## src/hw/rtl/z80s_pkg.sv

```systemverilog
// ----------------------------------------------------------------------------
// z80s_pkg: shared types and constants of the Z80 subset core
// Result kinds, opcodes, phase codes, the result record and the batch of
// results that one item produces.
// ----------------------------------------------------------------------------
package z80s_pkg;

  localparam int MaxResults = 3;

  // result kinds
  localparam logic [2:0] K_MRD  = 3'd0;
  localparam logic [2:0] K_MWR  = 3'd1;
  localparam logic [2:0] K_PRD  = 3'd2;
  localparam logic [2:0] K_PWR  = 3'd3;
  localparam logic [2:0] K_DONE = 3'd4;
  localparam logic [2:0] K_BANK = 3'd5;

  // input function codes
  localparam logic [1:0] F_STEP = 2'd0;
  localparam logic [1:0] F_DATA = 2'd1;
  localparam logic [1:0] F_BANK = 2'd2;

  // configuration register indexes
  localparam logic CFG_IMODE = 1'b0;
  localparam logic CFG_VPAGE = 1'b1;

  // opcodes
  localparam logic [7:0] OP_HALT  = 8'h76;
  localparam logic [7:0] OP_LDAN  = 8'h3E;
  localparam logic [7:0] OP_LDNNA = 8'h32;
  localparam logic [7:0] OP_LDANN = 8'h3A;
  localparam logic [7:0] OP_JP    = 8'hC3;
  localparam logic [7:0] OP_CALL  = 8'hCD;
  localparam logic [7:0] OP_RET   = 8'hC9;
  localparam logic [7:0] OP_OUT   = 8'hD3;
  localparam logic [7:0] OP_IN    = 8'hDB;
  localparam logic [7:0] OP_DI    = 8'hF3;
  localparam logic [7:0] OP_EI    = 8'hFB;
  localparam logic [7:0] OP_PFXCB = 8'hCB;
  localparam logic [7:0] OP_PFXDD = 8'hDD;
  localparam logic [7:0] OP_PFXED = 8'hED;
  localparam logic [7:0] OP_PFXFD = 8'hFD;

  // fixed addresses and reset values
  localparam logic [15:0] NMI_VEC  = 16'h0066;
  localparam logic [15:0] IRQ_VEC  = 16'h0038;
  localparam logic [15:0] SP_RESET = 16'hFFFF;
  localparam logic [7:0]  A_RESET  = 8'hFF;

  typedef enum logic [9:0] {
    PH_IDLE  = 10'b0000000001,
    PH_FETCH = 10'b0000000010,
    PH_IMM   = 10'b0000000100,
    PH_LOW   = 10'b0000001000,
    PH_HIGH  = 10'b0000010000,
    PH_DATA  = 10'b0000100000,
    PH_RETLO = 10'b0001000000,
    PH_RETHI = 10'b0010000000,
    PH_VECLO = 10'b0100000000,
    PH_VECHI = 10'b1000000000
  } phase_t;

  typedef struct packed {
    logic [2:0]  kind;
    logic [15:0] address;
    logic [7:0]  write_data;
    logic [4:0]  cycles;
    logic [23:0] bank_address;
  } result_t;

  typedef struct packed {
    result_t [MaxResults-1:0] res;
    logic [1:0]               count;
  } batch_t;

  function automatic result_t mk_result(logic [2:0] kind, logic [15:0] addr,
                                        logic [7:0] wdata, logic [4:0] cyc,
                                        logic [23:0] bank);
    result_t r;
    r.kind         = kind;
    r.address      = addr;
    r.write_data   = wdata;
    r.cycles       = cyc;
    r.bank_address = bank;
    return r;
  endfunction

endpackage

```

## src/hw/rtl/z80s_exec.sv

```systemverilog
// ----------------------------------------------------------------------------
// z80s_exec: architectural state and single-pass execute
// Holds the core registers and, for each accepted item, computes the next
// state and the batch of bus requests and step results in one pass.
// ----------------------------------------------------------------------------
module z80s_exec (
  input  logic                clk,
  input  logic                rst_n,
  input  logic                accept,
  input  logic [1:0]          func,
  input  logic [7:0]          read_data,
  input  logic                bank_bit,
  input  logic                reset_level,
  input  logic                bus_request,
  input  logic                nmi_raise,
  input  logic                irq_raise,
  input  logic                cfg_we,
  input  logic                cfg_index,
  input  logic [7:0]          cfg_data,
  output z80s_pkg::batch_t    batch
);

  logic [1:0]       imode_r, imode_nxt;
  logic [7:0]       vpage_r, vpage_nxt;
  logic [7:0]       acc_r, acc_nxt;
  logic [15:0]      sp_r, sp_nxt;
  logic [15:0]      pc_r, pc_nxt;
  logic [1:0]       ie_r, ie_nxt;
  logic             halt_r, halt_nxt;
  logic [1:0]       pend_r, pend_nxt;
  logic [8:0]       bank_r, bank_nxt;
  logic             rprev_r, rprev_nxt;
  z80s_pkg::phase_t phase_r, phase_nxt;
  logic [7:0]       opcode_r, opcode_nxt;
  logic [7:0]       oplow_r, oplow_nxt;

  always_comb begin
    logic [1:0]  n;
    logic [15:0] nn;
    logic [15:0] vaddr;

    imode_nxt  = imode_r;
    vpage_nxt  = vpage_r;
    acc_nxt    = acc_r;
    sp_nxt     = sp_r;
    pc_nxt     = pc_r;
    ie_nxt     = ie_r;
    halt_nxt   = halt_r;
    pend_nxt   = pend_r;
    bank_nxt   = bank_r;
    rprev_nxt  = rprev_r;
    phase_nxt  = phase_r;
    opcode_nxt = opcode_r;
    oplow_nxt  = oplow_r;
    batch      = '0;
    n          = 2'd0;
    nn         = {read_data, oplow_r};
    vaddr      = {vpage_r, 8'hFF};

    if (accept) begin
      // reset edge first, then raise inputs, then the function
      if (reset_level && !rprev_r) begin
        imode_nxt  = 2'd0;
        vpage_nxt  = 8'd0;
        acc_nxt    = z80s_pkg::A_RESET;
        sp_nxt     = z80s_pkg::SP_RESET;
        pc_nxt     = 16'd0;
        ie_nxt     = 2'd0;
        halt_nxt   = 1'b0;
        pend_nxt   = 2'd0;
        bank_nxt   = 9'd0;
        phase_nxt  = z80s_pkg::PH_IDLE;
        opcode_nxt = 8'd0;
        oplow_nxt  = 8'd0;
      end
      rprev_nxt = reset_level;
      pend_nxt  = pend_nxt | {irq_raise, nmi_raise};
      vaddr     = {vpage_nxt, 8'hFF};
      nn        = {read_data, oplow_nxt};

      case (func)
        z80s_pkg::F_STEP: begin
          if (reset_level || bus_request) begin
            batch.res[n] = z80s_pkg::mk_result(z80s_pkg::K_DONE, 16'd0, 8'd0, 5'd0, 24'd0);
            n = n + 2'd1;
          end else if (phase_nxt == z80s_pkg::PH_IDLE) begin
            if (pend_nxt[0] || (pend_nxt[1] && ie_nxt[0])) begin
              // push the return address, high byte first
              batch.res[n] = z80s_pkg::mk_result(z80s_pkg::K_MWR, sp_nxt - 16'd1,
                                                 pc_nxt[15:8], 5'd0, 24'd0);
              n = n + 2'd1;
              batch.res[n] = z80s_pkg::mk_result(z80s_pkg::K_MWR, sp_nxt - 16'd2,
                                                 pc_nxt[7:0], 5'd0, 24'd0);
              n = n + 2'd1;
              sp_nxt   = sp_nxt - 16'd2;
              halt_nxt = 1'b0;
              if (pend_nxt[0]) begin
                pend_nxt[0] = 1'b0;
                ie_nxt      = {ie_nxt[0], 1'b0};
                pc_nxt      = z80s_pkg::NMI_VEC;
                batch.res[n] = z80s_pkg::mk_result(z80s_pkg::K_DONE, 16'd0, 8'd0,
                                                   5'd11, 24'd0);
                n = n + 2'd1;
              end else begin
                pend_nxt[1] = 1'b0;
                ie_nxt      = 2'd0;
                if (!imode_nxt[1]) begin
                  pc_nxt = z80s_pkg::IRQ_VEC;
                  batch.res[n] = z80s_pkg::mk_result(z80s_pkg::K_DONE, 16'd0, 8'd0,
                                                     5'd13, 24'd0);
                  n = n + 2'd1;
                end else begin
                  batch.res[n] = z80s_pkg::mk_result(z80s_pkg::K_MRD, vaddr, 8'd0,
                                                     5'd0, 24'd0);
                  n = n + 2'd1;
                  phase_nxt = z80s_pkg::PH_VECLO;
                end
              end
            end else if (halt_nxt) begin
              batch.res[n] = z80s_pkg::mk_result(z80s_pkg::K_DONE, 16'd0, 8'd0, 5'd4, 24'd0);
              n = n + 2'd1;
            end else begin
              batch.res[n] = z80s_pkg::mk_result(z80s_pkg::K_MRD, pc_nxt, 8'd0, 5'd0, 24'd0);
              n = n + 2'd1;
              pc_nxt    = pc_nxt + 16'd1;
              phase_nxt = z80s_pkg::PH_FETCH;
            end
          end
        end
        z80s_pkg::F_DATA: begin
          case (phase_nxt)
            z80s_pkg::PH_FETCH: begin
              opcode_nxt = read_data;
              phase_nxt  = z80s_pkg::PH_IDLE;
              case (read_data)
                z80s_pkg::OP_HALT: begin
                  halt_nxt = 1'b1;
                  batch.res[n] = z80s_pkg::mk_result(z80s_pkg::K_DONE, 16'd0, 8'd0,
                                                     5'd4, 24'd0);
                  n = n + 2'd1;
                end
                z80s_pkg::OP_LDAN, z80s_pkg::OP_OUT, z80s_pkg::OP_IN,
                z80s_pkg::OP_LDNNA, z80s_pkg::OP_LDANN, z80s_pkg::OP_JP,
                z80s_pkg::OP_CALL: begin
                  batch.res[n] = z80s_pkg::mk_result(z80s_pkg::K_MRD, pc_nxt, 8'd0,
                                                     5'd0, 24'd0);
                  n = n + 2'd1;
                  pc_nxt = pc_nxt + 16'd1;
                  if (read_data == z80s_pkg::OP_LDAN || read_data == z80s_pkg::OP_OUT ||
                      read_data == z80s_pkg::OP_IN) begin
                    phase_nxt = z80s_pkg::PH_IMM;
                  end else begin
                    phase_nxt = z80s_pkg::PH_LOW;
                  end
                end
                z80s_pkg::OP_RET: begin
                  batch.res[n] = z80s_pkg::mk_result(z80s_pkg::K_MRD, sp_nxt, 8'd0,
                                                     5'd0, 24'd0);
                  n = n + 2'd1;
                  sp_nxt    = sp_nxt + 16'd1;
                  phase_nxt = z80s_pkg::PH_RETLO;
                end
                z80s_pkg::OP_DI, z80s_pkg::OP_EI: begin
                  ie_nxt = (read_data == z80s_pkg::OP_EI) ? 2'b11 : 2'b00;
                  batch.res[n] = z80s_pkg::mk_result(z80s_pkg::K_DONE, 16'd0, 8'd0,
                                                     5'd4, 24'd0);
                  n = n + 2'd1;
                end
                z80s_pkg::OP_PFXCB, z80s_pkg::OP_PFXDD, z80s_pkg::OP_PFXED,
                z80s_pkg::OP_PFXFD: begin
                  batch.res[n] = z80s_pkg::mk_result(z80s_pkg::K_DONE, 16'd0, 8'd0,
                                                     5'd8, 24'd0);
                  n = n + 2'd1;
                end
                default: begin
                  batch.res[n] = z80s_pkg::mk_result(z80s_pkg::K_DONE, 16'd0, 8'd0,
                                                     5'd4, 24'd0);
                  n = n + 2'd1;
                end
              endcase
            end
            z80s_pkg::PH_IMM: begin
              if (opcode_nxt == z80s_pkg::OP_LDAN) begin
                acc_nxt   = read_data;
                phase_nxt = z80s_pkg::PH_IDLE;
                batch.res[n] = z80s_pkg::mk_result(z80s_pkg::K_DONE, 16'd0, 8'd0,
                                                   5'd7, 24'd0);
                n = n + 2'd1;
              end else if (opcode_nxt == z80s_pkg::OP_OUT) begin
                batch.res[n] = z80s_pkg::mk_result(z80s_pkg::K_PWR, {8'd0, read_data},
                                                   acc_nxt, 5'd0, 24'd0);
                n = n + 2'd1;
                batch.res[n] = z80s_pkg::mk_result(z80s_pkg::K_DONE, 16'd0, 8'd0,
                                                   5'd11, 24'd0);
                n = n + 2'd1;
                phase_nxt = z80s_pkg::PH_IDLE;
              end else begin
                batch.res[n] = z80s_pkg::mk_result(z80s_pkg::K_PRD, {8'd0, read_data},
                                                   8'd0, 5'd0, 24'd0);
                n = n + 2'd1;
                phase_nxt = z80s_pkg::PH_DATA;
              end
            end
            z80s_pkg::PH_LOW: begin
              oplow_nxt = read_data;
              batch.res[n] = z80s_pkg::mk_result(z80s_pkg::K_MRD, pc_nxt, 8'd0, 5'd0, 24'd0);
              n = n + 2'd1;
              pc_nxt    = pc_nxt + 16'd1;
              phase_nxt = z80s_pkg::PH_HIGH;
            end
            z80s_pkg::PH_HIGH: begin
              phase_nxt = z80s_pkg::PH_IDLE;
              if (opcode_nxt == z80s_pkg::OP_LDNNA) begin
                batch.res[n] = z80s_pkg::mk_result(z80s_pkg::K_MWR, nn, acc_nxt,
                                                   5'd0, 24'd0);
                n = n + 2'd1;
                batch.res[n] = z80s_pkg::mk_result(z80s_pkg::K_DONE, 16'd0, 8'd0,
                                                   5'd13, 24'd0);
                n = n + 2'd1;
              end else if (opcode_nxt == z80s_pkg::OP_LDANN) begin
                batch.res[n] = z80s_pkg::mk_result(z80s_pkg::K_MRD, nn, 8'd0, 5'd0, 24'd0);
                n = n + 2'd1;
                phase_nxt = z80s_pkg::PH_DATA;
              end else if (opcode_nxt == z80s_pkg::OP_JP) begin
                pc_nxt = nn;
                batch.res[n] = z80s_pkg::mk_result(z80s_pkg::K_DONE, 16'd0, 8'd0,
                                                   5'd10, 24'd0);
                n = n + 2'd1;
              end else begin
                // call: push return address, then jump
                batch.res[n] = z80s_pkg::mk_result(z80s_pkg::K_MWR, sp_nxt - 16'd1,
                                                   pc_nxt[15:8], 5'd0, 24'd0);
                n = n + 2'd1;
                batch.res[n] = z80s_pkg::mk_result(z80s_pkg::K_MWR, sp_nxt - 16'd2,
                                                   pc_nxt[7:0], 5'd0, 24'd0);
                n = n + 2'd1;
                sp_nxt = sp_nxt - 16'd2;
                pc_nxt = nn;
                batch.res[n] = z80s_pkg::mk_result(z80s_pkg::K_DONE, 16'd0, 8'd0,
                                                   5'd17, 24'd0);
                n = n + 2'd1;
              end
            end
            z80s_pkg::PH_DATA: begin
              acc_nxt   = read_data;
              phase_nxt = z80s_pkg::PH_IDLE;
              batch.res[n] = z80s_pkg::mk_result(z80s_pkg::K_DONE, 16'd0, 8'd0,
                  (opcode_nxt == z80s_pkg::OP_LDANN) ? 5'd13 : 5'd11, 24'd0);
              n = n + 2'd1;
            end
            z80s_pkg::PH_RETLO: begin
              oplow_nxt = read_data;
              batch.res[n] = z80s_pkg::mk_result(z80s_pkg::K_MRD, sp_nxt, 8'd0, 5'd0, 24'd0);
              n = n + 2'd1;
              sp_nxt    = sp_nxt + 16'd1;
              phase_nxt = z80s_pkg::PH_RETHI;
            end
            z80s_pkg::PH_VECLO: begin
              oplow_nxt = read_data;
              batch.res[n] = z80s_pkg::mk_result(z80s_pkg::K_MRD, vaddr + 16'd1, 8'd0,
                                                 5'd0, 24'd0);
              n = n + 2'd1;
              phase_nxt = z80s_pkg::PH_VECHI;
            end
            z80s_pkg::PH_RETHI, z80s_pkg::PH_VECHI: begin
              pc_nxt    = nn;
              phase_nxt = z80s_pkg::PH_IDLE;
              batch.res[n] = z80s_pkg::mk_result(z80s_pkg::K_DONE, 16'd0, 8'd0,
                  (phase_nxt == z80s_pkg::PH_IDLE && phase_r == z80s_pkg::PH_RETHI &&
                   !(reset_level && !rprev_r)) ? 5'd10 : 5'd13, 24'd0);
              n = n + 2'd1;
            end
            default: begin
              // idle: no read pending, drop the data
              phase_nxt = z80s_pkg::PH_IDLE;
            end
          endcase
        end
        z80s_pkg::F_BANK: begin
          bank_nxt = {bank_bit, bank_nxt[8:1]};
          batch.res[n] = z80s_pkg::mk_result(z80s_pkg::K_BANK, 16'd0, 8'd0, 5'd0,
                                             {bank_nxt, 15'd0});
          n = n + 2'd1;
        end
        default: begin
        end
      endcase
    end

    if (cfg_we) begin
      case (cfg_index)
        z80s_pkg::CFG_IMODE: imode_nxt = cfg_data[1:0];
        z80s_pkg::CFG_VPAGE: vpage_nxt = cfg_data;
        default: begin
        end
      endcase
    end

    batch.count = n;
  end

  always_ff @(posedge clk) begin
    if (!rst_n) begin
      imode_r  <= 2'd0;
      vpage_r  <= 8'd0;
      acc_r    <= z80s_pkg::A_RESET;
      sp_r     <= z80s_pkg::SP_RESET;
      pc_r     <= 16'd0;
      ie_r     <= 2'd0;
      halt_r   <= 1'b0;
      pend_r   <= 2'd0;
      bank_r   <= 9'd0;
      rprev_r  <= 1'b1;
      phase_r  <= z80s_pkg::PH_IDLE;
      opcode_r <= 8'd0;
      oplow_r  <= 8'd0;
    end else begin
      imode_r  <= imode_nxt;
      vpage_r  <= vpage_nxt;
      acc_r    <= acc_nxt;
      sp_r     <= sp_nxt;
      pc_r     <= pc_nxt;
      ie_r     <= ie_nxt;
      halt_r   <= halt_nxt;
      pend_r   <= pend_nxt;
      bank_r   <= bank_nxt;
      rprev_r  <= rprev_nxt;
      phase_r  <= phase_nxt;
      opcode_r <= opcode_nxt;
      oplow_r  <= oplow_nxt;
    end
  end

endmodule

```

## src/hw/rtl/z80s_outbuf.sv

```systemverilog
// ----------------------------------------------------------------------------
// z80s_outbuf: result buffer
// Holds the batch of up to three results of one item and hands them out one
// per handshake, marking the final one.
// ----------------------------------------------------------------------------
module z80s_outbuf (
  input  logic             clk,
  input  logic             rst_n,
  input  logic             in_valid,
  output logic             in_ready,
  input  z80s_pkg::batch_t batch,
  output logic             out_valid,
  input  logic             out_ready,
  output z80s_pkg::result_t out_res,
  output logic             out_last
);

  z80s_pkg::result_t [z80s_pkg::MaxResults-1:0] entries_r, entries_nxt;
  logic [1:0] cnt_r, cnt_nxt;
  logic [1:0] idx_r, idx_nxt;
  logic       fire;
  logic       load;

  assign out_valid = (cnt_r != 2'd0);
  assign out_last  = (idx_r == cnt_r - 2'd1);
  assign out_res   = entries_r[idx_r];
  assign fire      = out_valid && out_ready;
  // take the next item when the buffer is empty or while the final result of this one leaves
  assign in_ready  = !out_valid || (out_ready && out_last);
  assign load      = in_valid && in_ready && (batch.count != 2'd0);

  always_comb begin
    entries_nxt = entries_r;
    cnt_nxt     = cnt_r;
    idx_nxt     = idx_r;
    if (load) begin
      entries_nxt = batch.res;
      cnt_nxt     = batch.count;
      idx_nxt     = 2'd0;
    end else if (fire) begin
      if (out_last) begin
        cnt_nxt = 2'd0;
        idx_nxt = 2'd0;
      end else begin
        idx_nxt = idx_r + 2'd1;
      end
    end
  end

  always_ff @(posedge clk) begin
    entries_r <= entries_nxt;
    if (!rst_n) begin
      cnt_r <= 2'd0;
      idx_r <= 2'd0;
    end else begin
      cnt_r <= cnt_nxt;
      idx_r <= idx_nxt;
    end
  end

  a_idx_in_range: assert property (@(posedge clk) disable iff (!rst_n)
    out_valid |-> (idx_r < cnt_r))
    else $error("result index beyond batch count");

  a_empty_idx_zero: assert property (@(posedge clk) disable iff (!rst_n)
    (cnt_r == 2'd0) |-> (idx_r == 2'd0))
    else $error("empty buffer with nonzero index");

  a_load_starts: assert property (@(posedge clk) disable iff (!rst_n)
    load |=> (out_valid && idx_r == 2'd0))
    else $error("loaded batch does not start at first result");

  a_drain_holds: assert property (@(posedge clk) disable iff (!rst_n)
    (fire && !out_last) |=> (out_valid && idx_r == $past(idx_r) + 2'd1))
    else $error("batch lost before final result");

  a_no_overrun: assert property (@(posedge clk) disable iff (!rst_n)
    (out_valid && !out_ready) |-> !in_ready)
    else $error("item accepted over a waiting result");

endmodule

```

## src/hw/rtl/z80_subset_core.sv

```systemverilog
// ----------------------------------------------------------------------------
// z80_subset_core: bus-mastering Z80 subset core
// Latency: results of an item appear the cycle after it is accepted.
// Results: the results of an item leave the result buffer one per handshake;
// an item with no result is taken without loading anything into the buffer.
// A new item is taken in the cycle its predecessor's final result leaves.
// Reset: rst_n is synchronous, active low; it clears all core state.
// ----------------------------------------------------------------------------
module z80_subset_core (
  input  logic        clk,
  input  logic        rst_n,
  input  logic        in_valid,
  output logic        in_ready,
  input  logic [1:0]  in_func,
  input  logic [7:0]  in_read_data,
  input  logic        in_bank_bit,
  input  logic        in_reset_level,
  input  logic        in_bus_request,
  input  logic        in_nmi_raise,
  input  logic        in_irq_raise,
  output logic        out_valid,
  input  logic        out_ready,
  output logic [2:0]  out_kind,
  output logic [15:0] out_address,
  output logic [7:0]  out_write_data,
  output logic [4:0]  out_cycles,
  output logic [23:0] out_bank_address,
  output logic        out_last,
  input  logic        cfg_we,
  input  logic        cfg_index,
  input  logic [7:0]  cfg_data
);

  z80s_pkg::batch_t  batch;
  z80s_pkg::result_t out_res;
  logic              accept;

  assign accept = in_valid && in_ready;

  z80s_exec u_exec (
    .clk         (clk),
    .rst_n       (rst_n),
    .accept      (accept),
    .func        (in_func),
    .read_data   (in_read_data),
    .bank_bit    (in_bank_bit),
    .reset_level (in_reset_level),
    .bus_request (in_bus_request),
    .nmi_raise   (in_nmi_raise),
    .irq_raise   (in_irq_raise),
    .cfg_we      (cfg_we),
    .cfg_index   (cfg_index),
    .cfg_data    (cfg_data),
    .batch       (batch)
  );

  z80s_outbuf u_outbuf (
    .clk       (clk),
    .rst_n     (rst_n),
    .in_valid  (in_valid),
    .in_ready  (in_ready),
    .batch     (batch),
    .out_valid (out_valid),
    .out_ready (out_ready),
    .out_res   (out_res),
    .out_last  (out_last)
  );

  assign out_kind         = out_res.kind;
  assign out_address      = out_res.address;
  assign out_write_data   = out_res.write_data;
  assign out_cycles       = out_res.cycles;
  assign out_bank_address = out_res.bank_address;

endmodule

```

## config.mk

```make
export PLATFORM = sky130hd
export DESIGN_NAME = z80_subset_core
export DESIGN_NICKNAME = d
export VERILOG_FILES = /design/src/hw/rtl/z80s_pkg.sv /design/src/hw/rtl/z80s_exec.sv /design/src/hw/rtl/z80s_outbuf.sv /design/src/hw/rtl/z80_subset_core.sv
export SDC_FILE = /design/constraint.sdc
export NUM_CORES = 1
export LEC_CHECK = 0
export ABC_AREA = 1
export ABC_CLOCK_PERIOD_IN_PS = 8300
export BUFFER_PORTS_ARGS = -buffer_cell sky130_fd_sc_hd__buf_2
export CELL_PAD_IN_SITES_DETAIL_PLACEMENT = 0
export CELL_PAD_IN_SITES_GLOBAL_PLACEMENT = 2
export CORE_UTILIZATION = 28
export CTS_BUF_LIST = sky130_fd_sc_hd__clkbuf_4 sky130_fd_sc_hd__clkbuf_8 sky130_fd_sc_hd__clkbuf_16
export DETAILED_ROUTE_END_ITERATION = 10
export PLACE_DENSITY_LB_ADDON = 0.1
export SYNTH_ARGS = -nofsm -noshare
export SYNTH_HDL_FRONTEND = slang
export SYNTH_SLANG_ARGS = --single-unit
```

## constraint.sdc

```tcl
create_clock -name clk -period 8.3 [get_ports clk]
set_clock_uncertainty 0.2 [all_clocks]
set_input_delay 1.66 -clock clk [delete_from_list [all_inputs] [get_ports clk]]
set_output_delay 1.66 -clock clk [all_outputs]
set_load 0.005 [all_outputs]
```

==> flow_metrics.env <==
export IMPL_finalMaxSlewViolations=0
export IMPL_clkLatencyLatePin_ps=520
export IMPL_crit_type="in2reg"
export IMPL_critical_path_arrival_ps=5490
export IMPL_ctsHoldBuffers=0
export IMPL_cts_buffers=17
export IMPL_postCtsSetupBuffers=0
export IMPL_syn_to_final_growth_pct=10.4
export IMPL_vias_per_cell=5.30
export IMPL_switching_share_pct=35.7
export IMPL_status="finished clean"
export IMPL_pwr_share_comb_pct=21.8
export IMPL_worst_pin_slew_ps=1160
export IMPL_slew_limit_headroom_pct=22.6
export IMPL_powerDensity_nw_per_um2=161
export IMPL_rows=79
export IMPL_yosysTopAreaCellShare_pct=18.7
export IMPL_startpoint_type="primary input"
export IMPL_p_leak_nw=6.23
export IMPL_synthTopCellsByCount="nand2_1, inv_1, nor2_1, a21oi_1, o21ai_0"
export IMPL_drt_iter0_markers=1246
export IMPL_reg2reg_from="u_exec.rprev_r"
export IMPL_grt_max_degree=65
export IMPL_achievable_frequency_mhz=181
export IMPL_synth_yosys_seq_area_share_pct=32.7
export IMPL_cts_sinks=174
export IMPL_fin_crit_sh_pct=66.7
export IMPL_post_cts_resized=0
export IMPL_ff2ff_path_depth=14
export IMPL_grt_pass1_wl_um=92500
export IMPL_maxCapViolations=0
export IMPL_antenna_left=0
export IMPL_ir_drop_mv=0.132
export IMPL_power_switching_w=0.000833
export IMPL_drive_above_1_share_pct=12.5
export IMPL_synthArstFlopShare_pct=0
export IMPL_h_tree_depth=4
export IMPL_crit_start="in_reset_level"
export IMPL_start_util_pct=28.3
export IMPL_synth_area_leaders="edfxtp_1, dfxtp_1, nand2_1, a21oi_1, inv_1"
export IMPL_vias=13900
export IMPL_r2r_end="u_outbuf.entries_r[163]"
export IMPL_setup_viol=0
export IMPL_synth_area_um2=13100
export IMPL_dieArea_um2=47800
export IMPL_hpwl_um=47300
export IMPL_gr_total_overflow=0
export IMPL_port_buffers=72
export IMPL_drc=0
export IMPL_ys_warn_count=0
export IMPL_rrSetupSlack_ps=3600
export IMPL_holdCritStartpoint="u_exec.vpage_r[6]"
export IMPL_hold_path_endpoint="u_exec.vpage_r[6]"
export IMPL_clkPwrFrac_pct=36.7
export IMPL_hold_depth=2
export IMPL_synth_cell_types=68
export IMPL_synth_seq_cells=174
export IMPL_min_period_ps=5540
export IMPL_synth_edff_count=82
export IMPL_path_max_fanout=64
export IMPL_wl_per_cell_um=24.1
export IMPL_fin_area_um2=14500
export IMPL_pwr_share_seq_pct=41.5
export IMPL_grt_pass1_vias=13100
export IMPL_p_int_w=0.00150
export IMPL_synth_ff_type="dfxtp_1"
export IMPL_synth_most_common_cell="nand2_1"
export IMPL_hold_viol=0
export IMPL_routed_wirelength_um=62900
export IMPL_place_area_um2=13900
export IMPL_fin_util_pct=31.3
export IMPL_first_pass_iters=6
export IMPL_power_total_w=0.00233
export IMPL_place_gp_congestion=0.948
export IMPL_setup_tns_ps=0
export IMPL_core_area_um2=46500
export IMPL_crit_path_end_kind="register"
export IMPL_die_h_um=219
export IMPL_required_ps=8250
export IMPL_hold_class="reg2reg"
export IMPL_rsz0062_at_grt="no"
export IMPL_cts_buffer_depth=2
export IMPL_antenna_found_initial=1
export IMPL_postSynthCellCount=1968
export IMPL_cts_tree="yes"
export IMPL_cts_root_buf="clkbuf_16"
export IMPL_pin_count=88
export IMPL_syn_avg_cell_area_um2=6.68
export IMPL_grt_use_total_pct=26.9
export IMPL_num_nets_final=2032
export IMPL_die_x_um=219
export IMPL_path_clk_slew_ps=70
export IMPL_synth_top_area_cell="edfxtp_1"
==> logic make-up after synthesis <==
family          Yosys count  share of synthesized area (%)
simple gates            953                           32.9
flops                   174                           32.7
buf+inv                 333                           10.8
compound gates          463                           20.3
other cells               1                         0.0285
xor+xnor                 32                           2.13
fa+ha+maj                12                           1.14
==> area by class of cell <==
cell class / instances / area (um^2)
Fill cell: 5201 / 31900
Timing Repair Buffer: 88 / 480
Sequential cell: 174 / 4300
Clock inverter: 15 / 174
Inverter: 235 / 885
Antenna cell: 1 / 2.50
Clock buffer: 17 / 425
Multi-Input combinational cell: 1475 / 7490
Tap cell: 607 / 759
==> power by group through the flow <==
stage	Clock, W	Sequential (W)	Combinational, W
floorplan	0	0.000979	0.000333
global placement	0	0.000988	0.000504
detailed placement	0	0.000988	0.000501
CTS	0.000884	0.000969	0.000503
global route	0.000914	0.000974	0.000556
finish	0.000857	0.000969	0.000508
==> through the flow <==
stage	setup slack (ps)	std cells	hold WS (ps)
after CTS	2790	2611	270
after detailed placement	2240	2579	258
final	2760	2612	267
after global placement	2410	2579	254
after floorplan	3990	1982	239
after global routing	2410	2611	295
==> registers in the layout, summed over array words and instances, names as in the netlist <==
register	flops
u_exec.acc_r	8
u_exec.pend_r	2
u_exec.bank_r	8
u_outbuf.idx_r	2
u_exec.phase_r	10
u_exec.sp_r	16
u_exec.halt_r	1
u_exec.vpage_r	8
u_exec.imode_r	1
u_exec.ie_r	1
u_exec.oplow_r	8
u_outbuf.cnt_r	2
u_exec.rprev_r	1
u_exec.opcode_r	8
u_exec.pc_r	16
u_outbuf.entries_r	82
==> how the worst max path moves through the flow <==
stage | cells past startpoint | slack [ps] | end
after floorplan | 13 | 3990 | u_outbuf.entries_r[100]
after global placement | 16 | 2410 | u_outbuf.entries_r[52]
after detailed placement | 16 | 2240 | u_outbuf.entries_r[52]
after CTS | 16 | 2790 | u_outbuf.entries_r[52]
after global routing | 14 | 2410 | u_outbuf.entries_r[51]
final | 16 | 2760 | u_outbuf.entries_r[163]
==> placed cells by master (no fill, tap or decap), drive strengths merged, types with 2 or more instances in the layout <==
master and count:
nand2 505, inv 236, nor2 225, o21ai 173, nand3 158, a21oi 156, dfxtp 92, buf 88
edfxtp 82, o22ai 48, o211ai 39, xor2 31, nor3 23, clkbuf 17, nand4 17, conb 15
o21a 12, ha 12, a31oi 11, clkinv 11, or2 9, nor4 8, o221ai 6, nand3b 4
o31ai 3, and2 2, o21bai 2, a41oi 2, a211oi 2, clkinvlp 2
==> critical path: stages <==
cell and delay [ps]:
buf_2 160, nand2_8 370, o21ai_2 340, nand2_2 100
nor2_4 130, nand3_2 140, inv_2 260, nand2_1 200
inv_2 250, nand2_1 260, nand2_1 180, nand2_1 90
inv_2 100, nor2_2 50, clkinv_2 590, buf_4 490
==> metal layers <==
layer / track usage, % / vias to the layer above / wire, um
li1: - / 6601 / -
met1: 38.7 / 6727 / 30400
met2: 41.0 / 454 / 27600
met3: 3.59 / 68 / 3300
met4: 9.10 / 0 / 1570
met5: 0 / - / 0
No activity file was read; power rests on OpenSTA's default activity.
